`config.mk`:
```
export PLATFORM = sky130hd
export DESIGN_NAME = soak_then_idle_duty_stepper
export DESIGN_NICKNAME = d
export VERILOG_FILES = /design/src/design/sids_pkg.sv /design/src/design/sids_regs.sv /design/src/design/sids_core.sv /design/src/design/soak_then_idle_duty_stepper.sv
export SDC_FILE = /design/constraint.sdc
export NUM_CORES = 1
export LEC_CHECK = 0
export BUFFER_PORTS_ARGS = -buffer_cell sky130_fd_sc_hd__buf_2
export CAP_MARGIN = 0
export CORE_UTILIZATION = 62
export CTS_BUF_LIST = sky130_fd_sc_hd__clkbuf_4
export CTS_CLUSTER_SIZE = 14
export DETAILED_ROUTE_END_ITERATION = 7
export HOLD_SLACK_MARGIN = 0.06
export PLACE_DENSITY = 0.83
export SYNTH_ARGS = -nofsm -noshare
export SYNTH_HDL_FRONTEND = slang
export SYNTH_HIERARCHICAL = 1
export SYNTH_SLANG_ARGS = --single-unit
```
`constraint.sdc`:
```
create_clock -name clk -period 15.8 [get_ports clk]
set_input_delay 3.16 -clock clk [delete_from_list [all_inputs] [get_ports clk]]
set_output_delay 3.16 -clock clk [all_outputs]
set_load 0.01 [all_outputs]
```
`src/design/sids_pkg.sv`:
```
`timescale 1ns / 1ps
`default_nettype none

package sids_pkg;

    // Configuration bus geometry: seven 32-bit registers at word addresses.
    localparam int ADDR_BITS = 5;
    localparam int DATA_BITS = 32;
    localparam int INDEX_BITS = 3;

    // Register indexes, taken from paddr[4:2].
    localparam logic [INDEX_BITS-1:0] REG_RUN_TEMP         = 3'd0;
    localparam logic [INDEX_BITS-1:0] REG_IDLE_TEMP        = 3'd1;
    localparam logic [INDEX_BITS-1:0] REG_RUN_TIME_TICKS   = 3'd2;
    localparam logic [INDEX_BITS-1:0] REG_APPROACH_BAND    = 3'd3;
    localparam logic [INDEX_BITS-1:0] REG_DUTY_MIN         = 3'd4;
    localparam logic [INDEX_BITS-1:0] REG_DUTY_MAX         = 3'd5;
    localparam logic [INDEX_BITS-1:0] REG_CUP_NOT_REQUIRED = 3'd6;

    localparam logic [7:0] BAND_RESET     = 8'd5;
    localparam logic [9:0] DUTY_MAX_RESET = 10'd1000;

    typedef enum logic [1:0] {
        PHASE_APPROACH = 2'd0,
        PHASE_SOAK     = 2'd1,
        PHASE_IDLE     = 2'd2
    } phase_t;

    typedef enum logic [1:0] {
        LED_NONE = 2'd0,
        LED_HEAT = 2'd1,
        LED_COOL = 2'd2
    } led_t;

    typedef struct packed {
        logic               run_mode;
        logic               cup_present;
        logic signed [15:0] temperature;
    } in_item_t;

    typedef struct packed {
        logic [9:0]  heater_duty;
        logic [9:0]  peltier_duty;
        logic [9:0]  fan_duty;
        logic [1:0]  led_mode;
        logic [1:0]  soak_phase;
        logic [23:0] time_left;
    } out_item_t;

    typedef struct packed {
        logic signed [15:0] run_temp;
        logic signed [15:0] idle_temp;
        logic [23:0]        run_time_ticks;
        logic [7:0]         approach_band;
        logic [9:0]         duty_min;
        logic [9:0]         duty_max;
        logic               cup_not_required;
    } cfg_t;

endpackage

`default_nettype wire

```
`src/design/sids_regs.sv`:
```
`timescale 1ns / 1ps
`default_nettype none

module sids_regs (
    input  wire logic                           clk,
    input  wire logic                           rst_n,
    input  wire logic                           psel,
    input  wire logic                           penable,
    input  wire logic                           pwrite,
    input  wire logic [sids_pkg::ADDR_BITS-1:0] paddr,
    input  wire logic [sids_pkg::DATA_BITS-1:0] pwdata,
    output logic      [sids_pkg::DATA_BITS-1:0] prdata,
    output logic                                pready,
    output sids_pkg::cfg_t                      cfg
);

    sids_pkg::cfg_t                    cfg_reg;
    sids_pkg::cfg_t                    cfg_next;
    logic [sids_pkg::INDEX_BITS-1:0]   index;
    logic                              wr_en;

    assign index  = paddr[sids_pkg::ADDR_BITS-1:2];
    assign wr_en  = psel && penable && pwrite;
    assign pready = 1'b1;
    assign cfg    = cfg_reg;

    always_comb
    begin
        cfg_next = cfg_reg;
        if (wr_en)
        begin
            case (index)
                sids_pkg::REG_RUN_TEMP:         cfg_next.run_temp         = pwdata[15:0];
                sids_pkg::REG_IDLE_TEMP:        cfg_next.idle_temp        = pwdata[15:0];
                sids_pkg::REG_RUN_TIME_TICKS:   cfg_next.run_time_ticks   = pwdata[23:0];
                sids_pkg::REG_APPROACH_BAND:    cfg_next.approach_band    = pwdata[7:0];
                sids_pkg::REG_DUTY_MIN:         cfg_next.duty_min         = pwdata[9:0];
                sids_pkg::REG_DUTY_MAX:         cfg_next.duty_max         = pwdata[9:0];
                sids_pkg::REG_CUP_NOT_REQUIRED: cfg_next.cup_not_required = pwdata[0];
                default:                        cfg_next = cfg_reg;
            endcase
        end
    end

    always_ff @(posedge clk or negedge rst_n)
    begin
        if (!rst_n)
        begin
            cfg_reg.run_temp         <= '0;
            cfg_reg.idle_temp        <= '0;
            cfg_reg.run_time_ticks   <= '0;
            cfg_reg.approach_band    <= sids_pkg::BAND_RESET;
            cfg_reg.duty_min         <= '0;
            cfg_reg.duty_max         <= sids_pkg::DUTY_MAX_RESET;
            cfg_reg.cup_not_required <= 1'b0;
        end
        else
        begin
            cfg_reg <= cfg_next;
        end
    end

    // Reads return the stored bits, zero-filled above the register width.
    always_comb
    begin
        case (index)
            sids_pkg::REG_RUN_TEMP:         prdata = {16'd0, cfg_reg.run_temp};
            sids_pkg::REG_IDLE_TEMP:        prdata = {16'd0, cfg_reg.idle_temp};
            sids_pkg::REG_RUN_TIME_TICKS:   prdata = {8'd0, cfg_reg.run_time_ticks};
            sids_pkg::REG_APPROACH_BAND:    prdata = {24'd0, cfg_reg.approach_band};
            sids_pkg::REG_DUTY_MIN:         prdata = {22'd0, cfg_reg.duty_min};
            sids_pkg::REG_DUTY_MAX:         prdata = {22'd0, cfg_reg.duty_max};
            sids_pkg::REG_CUP_NOT_REQUIRED: prdata = {31'd0, cfg_reg.cup_not_required};
            default:                        prdata = '0;
        endcase
    end

endmodule

`default_nettype wire

```
`src/design/sids_core.sv`:
```
`timescale 1ns / 1ps
`default_nettype none

module sids_core #(
    parameter int TIME_BITS = 24,
    parameter int DUTY_BITS = 11
) (
    input  wire logic                clk,
    input  wire logic                rst_n,
    input  wire logic                step,
    input  wire sids_pkg::in_item_t  item,
    input  wire sids_pkg::cfg_t      cfg,
    output sids_pkg::out_item_t      result
);

    // Arithmetic width for the duty steps: room for the level, the 10-bit
    // clamp bounds, a sign and a carry.
    localparam int CW = ((DUTY_BITS > 10) ? DUTY_BITS : 10) + 2;

    logic                    load_pending_reg;
    logic                    load_pending_next;
    sids_pkg::phase_t        phase_reg;
    sids_pkg::phase_t        phase_next;
    logic [TIME_BITS-1:0]    rem_reg;
    logic [TIME_BITS-1:0]    rem_next;
    logic [DUTY_BITS-1:0]    heat_reg;
    logic [DUTY_BITS-1:0]    heat_next;
    logic [DUTY_BITS-1:0]    cool_reg;
    logic [DUTY_BITS-1:0]    cool_next;
    logic [DUTY_BITS-1:0]    fan_reg;
    logic [DUTY_BITS-1:0]    fan_next;
    sids_pkg::out_item_t     out_reg;
    sids_pkg::out_item_t     out_next;

    logic                    active;
    logic [TIME_BITS+23:0]   load_wide;
    logic [TIME_BITS-1:0]    rem_start;
    sids_pkg::phase_t        phase_start;
    sids_pkg::phase_t        phase_band;
    logic [TIME_BITS-1:0]    rem_count;
    sids_pkg::phase_t        phase_count;
    logic signed [17:0]      temp_x;
    logic signed [17:0]      rt_x;
    logic signed [17:0]      band_x;
    logic signed [17:0]      band_lo;
    logic signed [17:0]      band_hi;
    logic                    in_band;
    logic signed [15:0]      target;
    logic                    heating;
    logic                    err_zero;
    logic signed [CW-1:0]    heat_delta;
    logic signed [CW-1:0]    cool_delta;
    logic signed [CW-1:0]    fan_delta;
    logic [DUTY_BITS+9:0]    heat_out_wide;
    logic [DUTY_BITS+9:0]    cool_out_wide;
    logic [DUTY_BITS+9:0]    fan_out_wide;
    logic [TIME_BITS+23:0]   time_out_wide;

    // Step a level by delta, then apply the upper bound and the lower bound
    // last, so crossed bounds leave the level at duty_min.
    function automatic logic [DUTY_BITS-1:0] step_clamp(
        input logic [DUTY_BITS-1:0] level,
        input logic signed [CW-1:0] delta,
        input logic [9:0]           hi,
        input logic [9:0]           lo
    );
        logic signed [CW-1:0] v;
        logic signed [CW-1:0] hi_s;
        logic signed [CW-1:0] lo_s;
        hi_s = signed'({{(CW-10){1'b0}}, hi});
        lo_s = signed'({{(CW-10){1'b0}}, lo});
        v    = signed'({{(CW-DUTY_BITS){1'b0}}, level}) + delta;
        if (v >= hi_s)
            v = hi_s;
        if (v <= lo_s)
            v = lo_s;
        return v[DUTY_BITS-1:0];
    endfunction

    assign active = item.run_mode && (item.cup_present || cfg.cup_not_required);

    // Soak length resized to the counter width.
    assign load_wide   = {{TIME_BITS{1'b0}}, cfg.run_time_ticks};
    assign rem_start   = load_pending_reg ? load_wide[TIME_BITS-1:0] : rem_reg;
    assign phase_start = load_pending_reg ? sids_pkg::PHASE_APPROACH : phase_reg;

    // Strict band test around run_temp, in 18 bits so nothing overflows.
    assign temp_x  = {{2{item.temperature[15]}}, item.temperature};
    assign rt_x    = {{2{cfg.run_temp[15]}}, cfg.run_temp};
    assign band_x  = {10'd0, cfg.approach_band};
    assign band_lo = rt_x - band_x;
    assign band_hi = rt_x + band_x;
    assign in_band = (temp_x > band_lo) && (temp_x < band_hi);

    assign phase_band = ((rem_start != '0) && in_band) ? sids_pkg::PHASE_SOAK : phase_start;

    always_comb
    begin
        rem_count   = rem_start;
        phase_count = phase_band;
        if (phase_band == sids_pkg::PHASE_SOAK)
        begin
            if (rem_start != '0)
                rem_count = rem_start - 1'b1;
            if (rem_count == '0)
                phase_count = sids_pkg::PHASE_IDLE;
        end
    end

    assign target   = (phase_count == sids_pkg::PHASE_IDLE) ? cfg.idle_temp : cfg.run_temp;
    assign heating  = target > item.temperature;
    assign err_zero = target == item.temperature;

    always_comb
    begin
        if (heating)
        begin
            heat_delta = signed'(CW'(1));
            cool_delta = signed'(CW'(-1));
            fan_delta  = signed'(CW'(-1));
        end
        else
        begin
            heat_delta = signed'(CW'(-1));
            cool_delta = signed'(CW'(1));
            fan_delta  = err_zero ? signed'(CW'(0)) : signed'(CW'(1));
        end
    end

    always_comb
    begin
        load_pending_next = load_pending_reg;
        phase_next        = phase_reg;
        rem_next          = rem_reg;
        heat_next         = heat_reg;
        cool_next         = cool_reg;
        fan_next          = fan_reg;
        if (step)
        begin
            if (active)
            begin
                load_pending_next = 1'b0;
                phase_next        = phase_count;
                rem_next          = rem_count;
                heat_next = step_clamp(heat_reg, heat_delta, cfg.duty_max, cfg.duty_min);
                cool_next = step_clamp(cool_reg, cool_delta, cfg.duty_max, cfg.duty_min);
                fan_next  = step_clamp(fan_reg, fan_delta, cfg.duty_max, cfg.duty_min);
            end
            else
            begin
                // Idle tick: duties off, phase kept, soak time reloads later.
                load_pending_next = 1'b1;
                rem_next          = '0;
                heat_next         = '0;
                cool_next         = '0;
                fan_next          = '0;
            end
        end
    end

    assign heat_out_wide = {10'd0, heat_next};
    assign cool_out_wide = {10'd0, cool_next};
    assign fan_out_wide  = {10'd0, fan_next};
    assign time_out_wide = {24'd0, rem_next};

    always_comb
    begin
        out_next = out_reg;
        if (step)
        begin
            out_next.heater_duty  = heat_out_wide[9:0];
            out_next.peltier_duty = cool_out_wide[9:0];
            out_next.fan_duty     = fan_out_wide[9:0];
            out_next.soak_phase   = phase_next;
            out_next.time_left    = time_out_wide[23:0];
            if (!active)
                out_next.led_mode = sids_pkg::LED_NONE;
            else if (heating)
                out_next.led_mode = sids_pkg::LED_HEAT;
            else
                out_next.led_mode = sids_pkg::LED_COOL;
        end
    end

    always_ff @(posedge clk or negedge rst_n)
    begin
        if (!rst_n)
        begin
            load_pending_reg <= 1'b1;
            phase_reg        <= sids_pkg::PHASE_APPROACH;
            rem_reg          <= '0;
            heat_reg         <= '0;
            cool_reg         <= '0;
            fan_reg          <= '0;
        end
        else
        begin
            load_pending_reg <= load_pending_next;
            phase_reg        <= phase_next;
            rem_reg          <= rem_next;
            heat_reg         <= heat_next;
            cool_reg         <= cool_next;
            fan_reg          <= fan_next;
        end
    end

    always_ff @(posedge clk)
    begin
        out_reg <= out_next;
    end

    assign result = out_reg;

    // An idle tick re-arms the soak load and clears the countdown.
    a_idle_rearms: assert property (@(posedge clk) disable iff (!rst_n)
        (step && !active) |=> (load_pending_reg && (rem_reg == '0)))
        else $error("idle tick did not re-arm the soak load");

    // An active tick always consumes the pending load.
    a_active_loads: assert property (@(posedge clk) disable iff (!rst_n)
        (step && active) |=> !load_pending_reg)
        else $error("active tick left the soak load pending");

    // After an active tick, soaking always has ticks left; zero means idle target.
    a_soak_has_time: assert property (@(posedge clk) disable iff (!rst_n)
        (step && active) |=> ((phase_reg != sids_pkg::PHASE_SOAK) || (rem_reg != '0)))
        else $error("soak phase with no ticks left");

    // An idle tick reports zero duties and no heating or cooling mark.
    a_idle_zero: assert property (@(posedge clk) disable iff (!rst_n)
        (step && !active) |=> ((out_reg.heater_duty == '0) && (out_reg.peltier_duty == '0)
                               && (out_reg.fan_duty == '0)
                               && (out_reg.led_mode == sids_pkg::LED_NONE)))
        else $error("idle tick drove a duty");

endmodule

`default_nettype wire

```
`src/design/soak_then_idle_duty_stepper.sv`:
```
`timescale 1ns / 1ps
`default_nettype none

// Channel   Direction  Handshake                  Beat
// in        input      in_valid / in_ready        sids_pkg::in_item_t, one control tick
// out       output     out_valid / out_ready      sids_pkg::out_item_t, one result per tick
// cfg       input      psel / penable / pwrite    32-bit register write or read, pready high
//
// One tick beat is accepted per cycle while the output keeps up; the soak and
// duty state update, which each tick reads from the one before, sets that
// rate. out_valid rises once the control step has moved a beat into the result register.
// Reset (rst_n low, asynchronous) empties both stages, re-arms the soak load
// and restores register defaults. With out_ready low a full result holds, one
// more beat parks in the input register, and in_ready then drops.
module soak_then_idle_duty_stepper #(
    parameter int TIME_BITS = 24,
    parameter int DUTY_BITS = 11
) (
    input  wire logic                           clk,
    input  wire logic                           rst_n,
    input  wire logic                           in_valid,
    output logic                                in_ready,
    input  wire sids_pkg::in_item_t             in_data,
    output logic                                out_valid,
    input  wire logic                           out_ready,
    output sids_pkg::out_item_t                 out_data,
    input  wire logic                           psel,
    input  wire logic                           penable,
    input  wire logic                           pwrite,
    input  wire logic [sids_pkg::ADDR_BITS-1:0] paddr,
    input  wire logic [sids_pkg::DATA_BITS-1:0] pwdata,
    output logic      [sids_pkg::DATA_BITS-1:0] prdata,
    output logic                                pready
);

    sids_pkg::cfg_t     cfg;
    sids_pkg::in_item_t stage_data_reg;
    sids_pkg::in_item_t stage_data_next;
    logic               stage_valid_reg;
    logic               stage_valid_next;
    logic               out_valid_reg;
    logic               out_valid_next;
    logic               out_free;
    logic               step;
    logic               in_fire;

    sids_regs u_regs (
        .clk     (clk),
        .rst_n   (rst_n),
        .psel    (psel),
        .penable (penable),
        .pwrite  (pwrite),
        .paddr   (paddr),
        .pwdata  (pwdata),
        .prdata  (prdata),
        .pready  (pready),
        .cfg     (cfg)
    );

    // The result register is free when empty or being taken this cycle.
    assign out_free = !out_valid_reg || out_ready;
    // The parked tick advances into the control step whenever there is room.
    assign step     = stage_valid_reg && out_free;
    assign in_ready = !stage_valid_reg || out_free;
    assign in_fire  = in_valid && in_ready;

    always_comb
    begin
        stage_valid_next = stage_valid_reg;
        stage_data_next  = stage_data_reg;
        if (in_fire)
        begin
            stage_valid_next = 1'b1;
            stage_data_next  = in_data;
        end
        else if (step)
        begin
            stage_valid_next = 1'b0;
        end
    end

    always_comb
    begin
        if (step)
            out_valid_next = 1'b1;
        else if (out_ready)
            out_valid_next = 1'b0;
        else
            out_valid_next = out_valid_reg;
    end

    always_ff @(posedge clk or negedge rst_n)
    begin
        if (!rst_n)
        begin
            stage_valid_reg <= 1'b0;
            out_valid_reg   <= 1'b0;
        end
        else
        begin
            stage_valid_reg <= stage_valid_next;
            out_valid_reg   <= out_valid_next;
        end
    end

    always_ff @(posedge clk)
    begin
        stage_data_reg <= stage_data_next;
    end

    sids_core #(
        .TIME_BITS (TIME_BITS),
        .DUTY_BITS (DUTY_BITS)
    ) u_core (
        .clk    (clk),
        .rst_n  (rst_n),
        .step   (step),
        .item   (stage_data_reg),
        .cfg    (cfg),
        .result (out_data)
    );

    assign out_valid = out_valid_reg;

endmodule

`default_nettype wire
```
; ---- Word-level counts from Yosys, hierarchy flattened
; Cells that the tools add are included.
[word_totals]
in_bits = 62
reg_bits = 223
[classes]
n_lt_le_gt_ge = 9
eq_ne = 9
mux = 42
n_addsub = 6
reduce_logical = 24
[ops]
columns = op, count
row1 = $pmux 24 s7, 1
row2 = $mux 13, 12
row3 = $mux 24, 6
row4 = $mux 11, 6
row5 = $add 12x13->13, 3
row6 = $ge 13x11->1, 3
row7 = $le 13x11->1, 3
row8 = $mux 10, 3
row9 = $logic_not 24->1, 1
row10 = $reduce_bool 24->1, 1
row11 = $sub 24x1->24 const B, 1
row12 = $add 16x9->17, 1
row13 = $gt 16x17->1, 1
row14 = $lt 16x17->1, 1
row15 = $sub 16x9->17, 1
row16 = $eq 16x16->1, 1
row17 = $gt 16x16->1, 1
row18 = $mux 16, 1
row19 = $mux 2, 7
row20 = $reduce_and 2->1, 7
row21 = $eq 3x3->1 const B, 3
row22 = $logic_and 1x1->1, 7
row23 = $eq 3x2->1 const B, 2
row24 = $mux 1, 6
row25 = other kinds (7), 11

; ---- Depth between registers and ports, before layout
; Gate-level depths: netlist of the first run.
[logic_depth]
word_depth = 24
mapped_depth = 63
ltp_nobuf = 58

; ---- Modules after synthesis
; Netlist of the first run, hierarchy kept.
[modules_own_cells]
columns = mod, n_inst, area_per_inst_um2, cells_per_inst, seq_area_each_um2
row1 = sids_core, 1, 11240.8, 1202, 3244.4
row2 = sids_regs, 1, 4077.7, 300, 2137.0
row3 = soak_then_idle_duty_stepper, 1, 644.4, 26, 590.6

; ---- Least setup slack after synthesis of the first run
; No wires, ideal clock.
[synth_path]
path_kind = reg-to-reg
from = register u_regs.cfg_reg, in the netlist u_regs/cfg[21]
to = register u_core.out_reg, in the netlist u_core/result[56], data pin
t_arrival_ps = 11376
path_stages_with_launch = 59
synth_period_minus_slack_ps = 11661
path_buffers = 4
path_slack_ps = 4139
path_cell_list = dfstp_2 -> ha_1 -> inv_1 -> fa_1 -> o21ba_2 -> o21ai_0 -> a21oi_1 -> o21ai_0 -> a21oi_1 -> nor2_1 -> o21a_1 -> and3_1 -> nand2_1 -> xor2_1 -> ha_1 -> o21a_1 -> o211ai_1 -> o21ai_0 -> (+23 left out) -> a211oi_1 -> o211a_1 -> o21bai_1 -> a211oi_1 -> a31oi_2 -> mux2_2 -> ha_1 -> nor2b_1 -> o21a_1 -> o21ai_0 -> nand2b_1 -> a21oi_1 -> o21ai_0 -> a21oi_1 -> nor3_1 -> nand2b_1 -> clkbuf_1 -> o221ai_1
[synth_via]
elab_chain_len = 20
word_cells_on_any_way = 23
classes_between = add/sub (3) / order compare (5) / eq/ne (2) / mux (11) / reduce/logical (2)
[synth_rtl]
columns = item, line_no
row1 = "start, declared", sids_regs.sv:17  ; sids_pkg::cfg_t cfg_reg;
row2 = "start signal, assigned", sids_regs.sv:59  ; cfg_reg <= cfg_next;
row3 = $sub 16x9->17 or $add 16x9->17 (tied branches), "sids_core.sv:91, sids_core.sv:92"
row4 = $gt 16x17->1 or $lt 16x17->1 (tied branches), sids_core.sv:93  ; assign in_band = (temp_x > band_lo) && (temp_x < band_hi);
row5 = $logic_and 1x1->1 *, sids_core.sv:93
row6 = $logic_and 1x1->1 *, sids_core.sv:95  ; assign phase_band = ((rem_start != '0) && in_band) ? sids_pkg::PHASE_SOAK : phase_start;
row7 = $mux 2 *, sids_core.sv:95
row8 = $eq 2x1->1 or $mux 2 (tied branches), "sids_core.sv:101, sids_core.sv:105"
row9 = $mux 2 *, sids_core.sv:101  ; if (phase_band == sids_pkg::PHASE_SOAK)
row10 = $eq 2x2->1 *, sids_core.sv:110  ; assign target = (phase_count == sids_pkg::PHASE_IDLE) ? cfg.idle_temp : cfg.run_temp;
row11 = (+5 left out), n/a
row12 = $mux 13 *, sids_core.sv:73  ; if (v >= hi_s)
row13 = $mux 13 *, sids_core.sv:140  ; if (active)
row14 = $mux 13 *, sids_core.sv:138  ; if (step)
row15 = $le 13x11->1, sids_core.sv:75  ; if (v <= lo_s)
row16 = $mux 11 *, sids_core.sv:75
row17 = $mux 11 *, sids_core.sv:140
row18 = $mux 10 *, sids_core.sv:138
row19 = via u_core.heat_next[8], sids_core.sv:27  ; logic [DUTY_BITS-1:0] heat_next;
row20 = "end signal, assigned", sids_core.sv:209  ; out_reg <= out_next;
row21 = "end, declared", sids_core.sv:32  ; sids_pkg::out_item_t out_reg;
; The timed path passes the listed nets; every way through them passes the cells marked *. The select of a mux whose other input is x is not followed.
; A chain may end at the register's enable or synchronous reset.

; ---- Worst setup path after layout of the first run
[layout_path]
from = register u_regs.cfg_reg, in the netlist u_regs/cfg[22]
to = register u_core.out_reg, in the netlist u_core/result[51], data pin
; Same word-level chain as after synthesis.

==> impl_results.md, run 1 <==
- Outcome: finished, final reports clean
- Hold Path Class: flop to flop
- Main synth FF type: dfrtp_1
- Leakage power: around 8 nW
- Gpl congestion: roughly 1
- Number of buffers created by CTS: 57
- Max_slew headroom: 29.85%
- Rows: just under 60
- Post-DP HPWL: 32,260 um
- ANT nets after route: 0
- Port buffer count: 135
- DIE WIDTH: 162.5 um
- Post-synthesis area per instance: 10.45 um2
- CTS H-tree lvls: 2
- WHS Endpoint: u_regs/cfg[60]
- CTS Hold Buffers Added: 0
- Initial antenna violation count: 1
- Congestion Overflow GR: 0
- Initial core utilization: a little under two thirds
- Final setup fails: 0
- Post-cts sizing count: 0
- Router iterations before antenna repair: 7
- CTS tree: built
- Final #Nets: 1,882
- Post-CTS Repair Setup Buffers: 0
- CTS Sinks: 223
- Die area: 26,390 um2
- Post-synth ARST share: 65.92%
- Most frequent cell on the critical path: ha_1
- RSZ-0062 raised after global routing: false
- Hold Worst Slack: around 0.54 ns
- PD cells: 195.6 nW/um2
- Number of synthesized flops with an enable pin: 76
- Reg clk slew, reported paths: 0.07 ns
- RR Endpoint: u_core/result[51]
- Number of global-route vias before repair: 12,810
- Post-Route WL: 44,500 um
- Global-route wire length before repair: 69,010 um
- Worst path slowest cell: nor4_1
- Total global-route track usage: 33.61%
- Seq/Total Area, Yosys: between 30% and 40%
- Worst slew pin tran: approximately 1.0 ns
- Vias after detailed routing: around 13,000
- IO Pins: roughly 160
- CP Max Fanout: 30
- Largest register FFs: 85
- Reg-to-Reg Start: u_regs/cfg[22]
- CP bufs+invs: 3
- CP delay by family, top: compound AO/OA/AOI/OAI gates
- Arrival time worst endpoint: around 14 ns
- HP Start: u_regs/cfg[60]
- Inst Count DP: 1,949
- Vias per inst: 6.388
- Synthesized area: 15,960 um2
- Crit path time final: about 14 ns
- CP Launch Type: flop
- Slew Viols, Final: 0
- Hold Path Stages: 1
- Root buffer cell: clkbuf_4
- Largest net degree at the start of global routing: 76
- Clk_skew: approximately 0.064 ns
- F_max: 71.18 MHz
- Die Ht: 162.5 um
- Setup WS pre-CTS: 2.313 ns
- R2R cell count: 58
- # DRC: 0
- Worst-skew pair later-pin latency: 0.72 ns
- Worst vdd ir: 0.0001181 V
- Share of layout cells above drive strength 1: 24.15%
- FF-to-FF setup slack: 1.75 ns
- Total power: 3.451 mW
- Synth warn: 6
- Max capacitance violation total: 0
- Core footprint: 25,180 um2
- Drt first-iter violations: approximately 1,300
- Avg WL per Cell: 21.62 um
- Final Hold Fails: 0
- Final Cycle Share: around nine tenths
- Slowest stage delay, CP: 0.69 ns
- Final Non-Filler Cells: around 2,100
- Setup ws final: around 1.8 ns
- Required time of the critical path: 16.25 ns
- FF+latch count, synth: 223
- Fin Setup TNS: 0 ns
- CTS max path bufs: 3
- Synth cell types: 95
- Crit. End Element: flop
- P&R area growth vs syn: 10.51%
- Syn Inst Count: 1,528
- Kind of critical path: flop to flop
[worst max path at each step]
| stage | from | endpoint | slack [ns] | cells after the start |
|---|---|---|---|---|
| finish | u_regs/cfg[22] | u_core/result[51] | 1.75 | 58 |
| global route | u_regs/cfg[22] | u_core/result[48] | 0.93 | 55 |
| CTS | u_regs/cfg[21] | u_core/result[48] | 2.19 | 59 |
| detailed placement | u_regs/cfg[21] | u_core/result[51] | 2.31 | 58 |
| global placement | u_regs/cfg[21] | u_core/result[51] | 2.59 | 59 |
| floorplan | u_regs/cfg[21] | u_core/result[56] | 4.14 | 58 |
[metrics by stage]
step / util [%] / cell area (um2)
after floorplan: - / 15990
after global placement: 66.87 / 16840
after detailed placement: 66.87 / 16840
after CTS: 70.04 / 17640
after global routing: 70.05 / 17640
final: 70.05 / 17640
[per-layer routing]
metal	global-route usage [%]	wire (um)
met1	44.85	19070
met2	54.55	20740
met3	5.526	3272
met4	13.38	1421
met5	0	0
[layout make-up]
class | instances | area (um2)
Antenna cell | 1 | 2.502
Multi-Input combinational cell | 1161 | 9338
Clock buffer | 81 | 608.1
Clock inverter | 27 | 190.2
Sequential cell | 223 | 5972
Inverter | 84 | 315.3
Tap cell | 330 | 412.9
Fill cell | 1866 | 7541
Timing Repair Buffer | 151 | 802.0
[cells in the final DEF (no fill, tap or decap), drive strengths merged, types with 11 or more instances in the layout]
cell type | Yosys | layout
a21o | 27 | 27
a21oi | 72 | 72
a22o | 13 | 13
a22oi | 13 | 13
a31oi | 11 | 11
and3 | 14 | 14
buf | 39 | 151
clkbuf | 28 | 81
clkinv | 1 | 23
dfrtp | 138 | 138
edfxtp | 76 | 76
ha | 140 | 140
inv | 83 | 85
mux2 | 130 | 130
mux2i | 91 | 91
nand2 | 90 | 90
nand2b | 21 | 21
nand3 | 26 | 26
nand4 | 27 | 27
nor2 | 69 | 69
nor2b | 15 | 15
nor3 | 38 | 38
nor4 | 12 | 12
o211ai | 12 | 12
o21a | 20 | 20
o21ai | 58 | 58
o221ai | 31 | 31
or3 | 15 | 15
xnor2 | 47 | 47
xor2 | 34 | 34
[Yosys cell counts (31+ instances only)]
library cell	count	area, um2
ha_1	140	1752
dfrtp_1	138	3453
mux2_2	120	1351
mux2i_1	89	890.9
nand2_1	89	334.1
inv_1	82	307.8
edfxtp_1	76	2282
a21oi_1	70	350.3
nor2_1	65	244.0
o21ai_0	56	280.3
xnor2_1	47	411.6
nor3_1	34	170.2
xor2_1	34	297.8
o221ai_1	31	271.5
[cells by family after synthesis]
group / synth area share [%]
buffers and inverters: 4.272
AND/OR/NAND/NOR: 12.97
adder cells (fa/ha/maj): 11.29
other: 0.04705
flip-flops: 37.41
AO/OA/AOI/OAI: 14.32
XOR/XNOR: 4.444
multiplexers: 15.25
[power by group]
group / internal, mW / leakage, nW / switching, mW
Clock: 0.288 / 0.468 / 0.252
Combinational: 0.919 / 4.93 / 1.12
Sequential: 0.725 / 2.66 / 0.147
Total: 1.93 / 8.05 / 1.52
No activity file was read; power rests on OpenSTA's default activity.
==> run 2: changes to the inputs <==
--- a/config.mk
+++ b/config.mk
@@ -7,13 +7,14 @@
 export LEC_CHECK = 0
 export BUFFER_PORTS_ARGS = -buffer_cell sky130_fd_sc_hd__buf_2
 export CAP_MARGIN = 0
-export CORE_UTILIZATION = 62
+export CORE_UTILIZATION = 65
 export CTS_BUF_LIST = sky130_fd_sc_hd__clkbuf_4
 export CTS_CLUSTER_SIZE = 14
 export DETAILED_ROUTE_END_ITERATION = 7
 export HOLD_SLACK_MARGIN = 0.06
-export PLACE_DENSITY = 0.83
+export PLACE_DENSITY = 0.86
 export SYNTH_ARGS = -nofsm -noshare
 export SYNTH_HDL_FRONTEND = slang
 export SYNTH_HIERARCHICAL = 1
 export SYNTH_SLANG_ARGS = --single-unit
+export TNS_END_PERCENT = 5
==> constraint.sdc (replaced) <==
create_clock -name clk -period 17.5 [get_ports clk]
set_input_delay 3.5 -clock clk [delete_from_list [all_inputs] [get_ports clk]]
set_output_delay 3.5 -clock clk [all_outputs]
set_load 0.01 [all_outputs]
==> impl_results.md, run 2 (same netlist as run 1, synthesis figures left out) <==
- Outcome: finished, final reports clean
- Leakage power: 8.015 nW
- Crit. End Element: flop
- Final Non-Filler Cells: 2,047
- RSZ-0062 raised after global routing: false
- CTS Sinks: 223
- Initial antenna violation count: 3
- Hold Worst Slack: roughly 0.54 ns
- Port buffer count: 135
- Global-route wire length before repair: 71,650 um
- Post-CTS Repair Setup Buffers: 0
- Commonest non-fill, non-tap cell in the layout: ha_1
- CP Launch Point: u_regs/cfg[21]
- Rows: 56
- Total global-route track usage: 35.79%
- Hold Path Class: flop to flop
- Top routing layer used: met4
- Setup ws final: 3.112 ns
- Die area: 25,190 um2
- Worst-skew pair later-pin latency: 0.75 ns
- Vias per inst: 6.473
- Number of global-route vias before repair: 13,260
- CTS H-tree lvls: 2
- Worst path slowest cell: nor4_1
- Internal cell power: 1.711 mW
- Switching portion of total power: between 40% and 50%
- CP Max Fanout: 30
- Most frequent cell on the critical path: a21oi_1
- Number of buffers created by CTS: 59
- Reg-to-Reg Start: u_regs/cfg[21]
- CP Launch Type: flop
- Final #Nets: roughly 1,900
- Setup WS pre-CTS: 3.699 ns
- Congestion Overflow GR: 0
- Max_slew headroom: under 10%
- Kind of critical path: flop to flop
- Max capacitance violation total: 0
- Post-Route WL: 44,800 um
- P&R area growth vs syn: 10.07%
- Largest net degree at the start of global routing: between 80 and 90
- Worst slew pin tran: 1.347 ns
- Router iterations before antenna repair: 6
- Avg WL per Cell: 21.88 um
- Required time of the critical path: 17.96 ns
- Final Cycle Share: 82.22%
- CP bufs+invs: 3
- Commonest cells after routing, fill and taps aside: ha_1, dfrtp_1, buf_2, mux2_2
- Largest register FFs: 85
- Core footprint: 23,750 um2
- Final Hold Fails: 0
- Vias after detailed routing: 13,250
- Combinational share of power: about three fifths
- Sequential share of power: 25.6%
- DIE WIDTH: 158.7 um
- Arrival time worst endpoint: around 15 ns
- Met3 wire length: 3486 um
- Die Ht: 158.7 um
- Clock share of power: 15.2%
- Final setup fails: 0
- CP delay by family, top: compound AO/OA/AOI/OAI gates
- Gpl congestion: roughly 1
- Crit path time final: 14.39 ns
- CTS max path bufs: 3
- Share of layout cells above drive strength 1: 23.99%
- F_max: 69.50 MHz
- IO Pins: 155
- Post-cts sizing count: 0
- Worst vdd ir: 0.0001220 V
- HP Start: u_regs/cfg[65]
- CTS tree: built
- Reg clk slew, reported paths: 0.07 ns
- PD cells: approximately 180 nW/um2
- Drt first-iter violations: between 1,000 and 1,500
- Slowest stage delay, CP: 0.69 ns
- M1 wire length: 18,650 um
- Fin Setup TNS: 0 ns
- ANT nets after route: 0
- Post-DP HPWL: 32,510 um
- Sw Pwr: 1.367 mW
- Inst Count DP: 1,934
- Clk_skew: 0.09341 ns
- Met2 wire len: a little over 20,000 um
- Initial core utilization: 67.20%
- Final Util: 73.97%
- Root buffer cell: clkbuf_4
- CTS Hold Buffers Added: 0
- Slew Viols, Final: 0
- # DRC: 0
-- run 2: area by class of cell --
cell class / count / area (um2)
Timing Repair Buffer: 147 / 772.0
Clock inverter: 28 / 146.4
Inverter: 84 / 315.3
Tap cell: 319 / 399.1
Antenna cell: 2 / 5.005
Clock buffer: 83 / 623.1
Fill cell: 1675 / 6182
Sequential cell: 223 / 5972
Multi-Input combinational cell: 1161 / 9338
-- run 2: layer usage --
metal  GRT usage (%)  vias to the layer above
met5               0                        -
met4           18.76                        0
met3           5.956                      161
met2           56.64                      669
met1           47.24                     6378
li1                -                     6043
-- run 2: worst reg2reg max path: cells and delay by family, from the launching register on --
| family | cells | cell delay, ns |
|---|---|---|
| mux | 2 | 0.73 |
| buf+inv | 3 | 0.66 |
| fa+ha+maj | 7 | 2.20 |
| compound gates | 31 | 6.73 |
| xor+xnor | 3 | 0.64 |
| simple gates | 12 | 2.65 |
| flops | 1 | 0.56 |
-- run 2: path summary, 6_finish.rpt --
kind / end / slack [ns] / cells past startpoint
worst max-delay path: u_core/result[49] / 3.11 / 58
worst min-delay path: u_regs/cfg[65] / 0.54 / 1
worst max register to register: u_core/result[49] / 3.11 / 58
worst min register to register: u_regs/cfg[65] / 0.54 / 1
max in group asynchronous: u_regs/cfg[50] / 13.21 / 2
min in group asynchronous: u_regs/cfg[53] / 2.82 / 1
-- run 2: power groups by stage --
stage / registers, mW / clock network [mW] / logic, mW
2_1_floorplan: 0.743 / 0 / 1.39
3_3_place_gp: 0.790 / 0 / 1.71
3_5_place_dp: 0.794 / 0 / 1.77
4_1_cts: 0.785 / 0.478 / 1.78
5_1_grt: 0.800 / 0.505 / 2.01
6_report: 0.789 / 0.468 / 1.82
-- run 2: metrics by stage --
step / area [um2] / total power [mW]
after CTS: 17570 / 3.039
after global placement: 16800 / 2.499
after global routing: 17570 / 3.312
final: 17570 / 3.078
after detailed placement: 16800 / 2.559
after floorplan: 15990 / 2.129
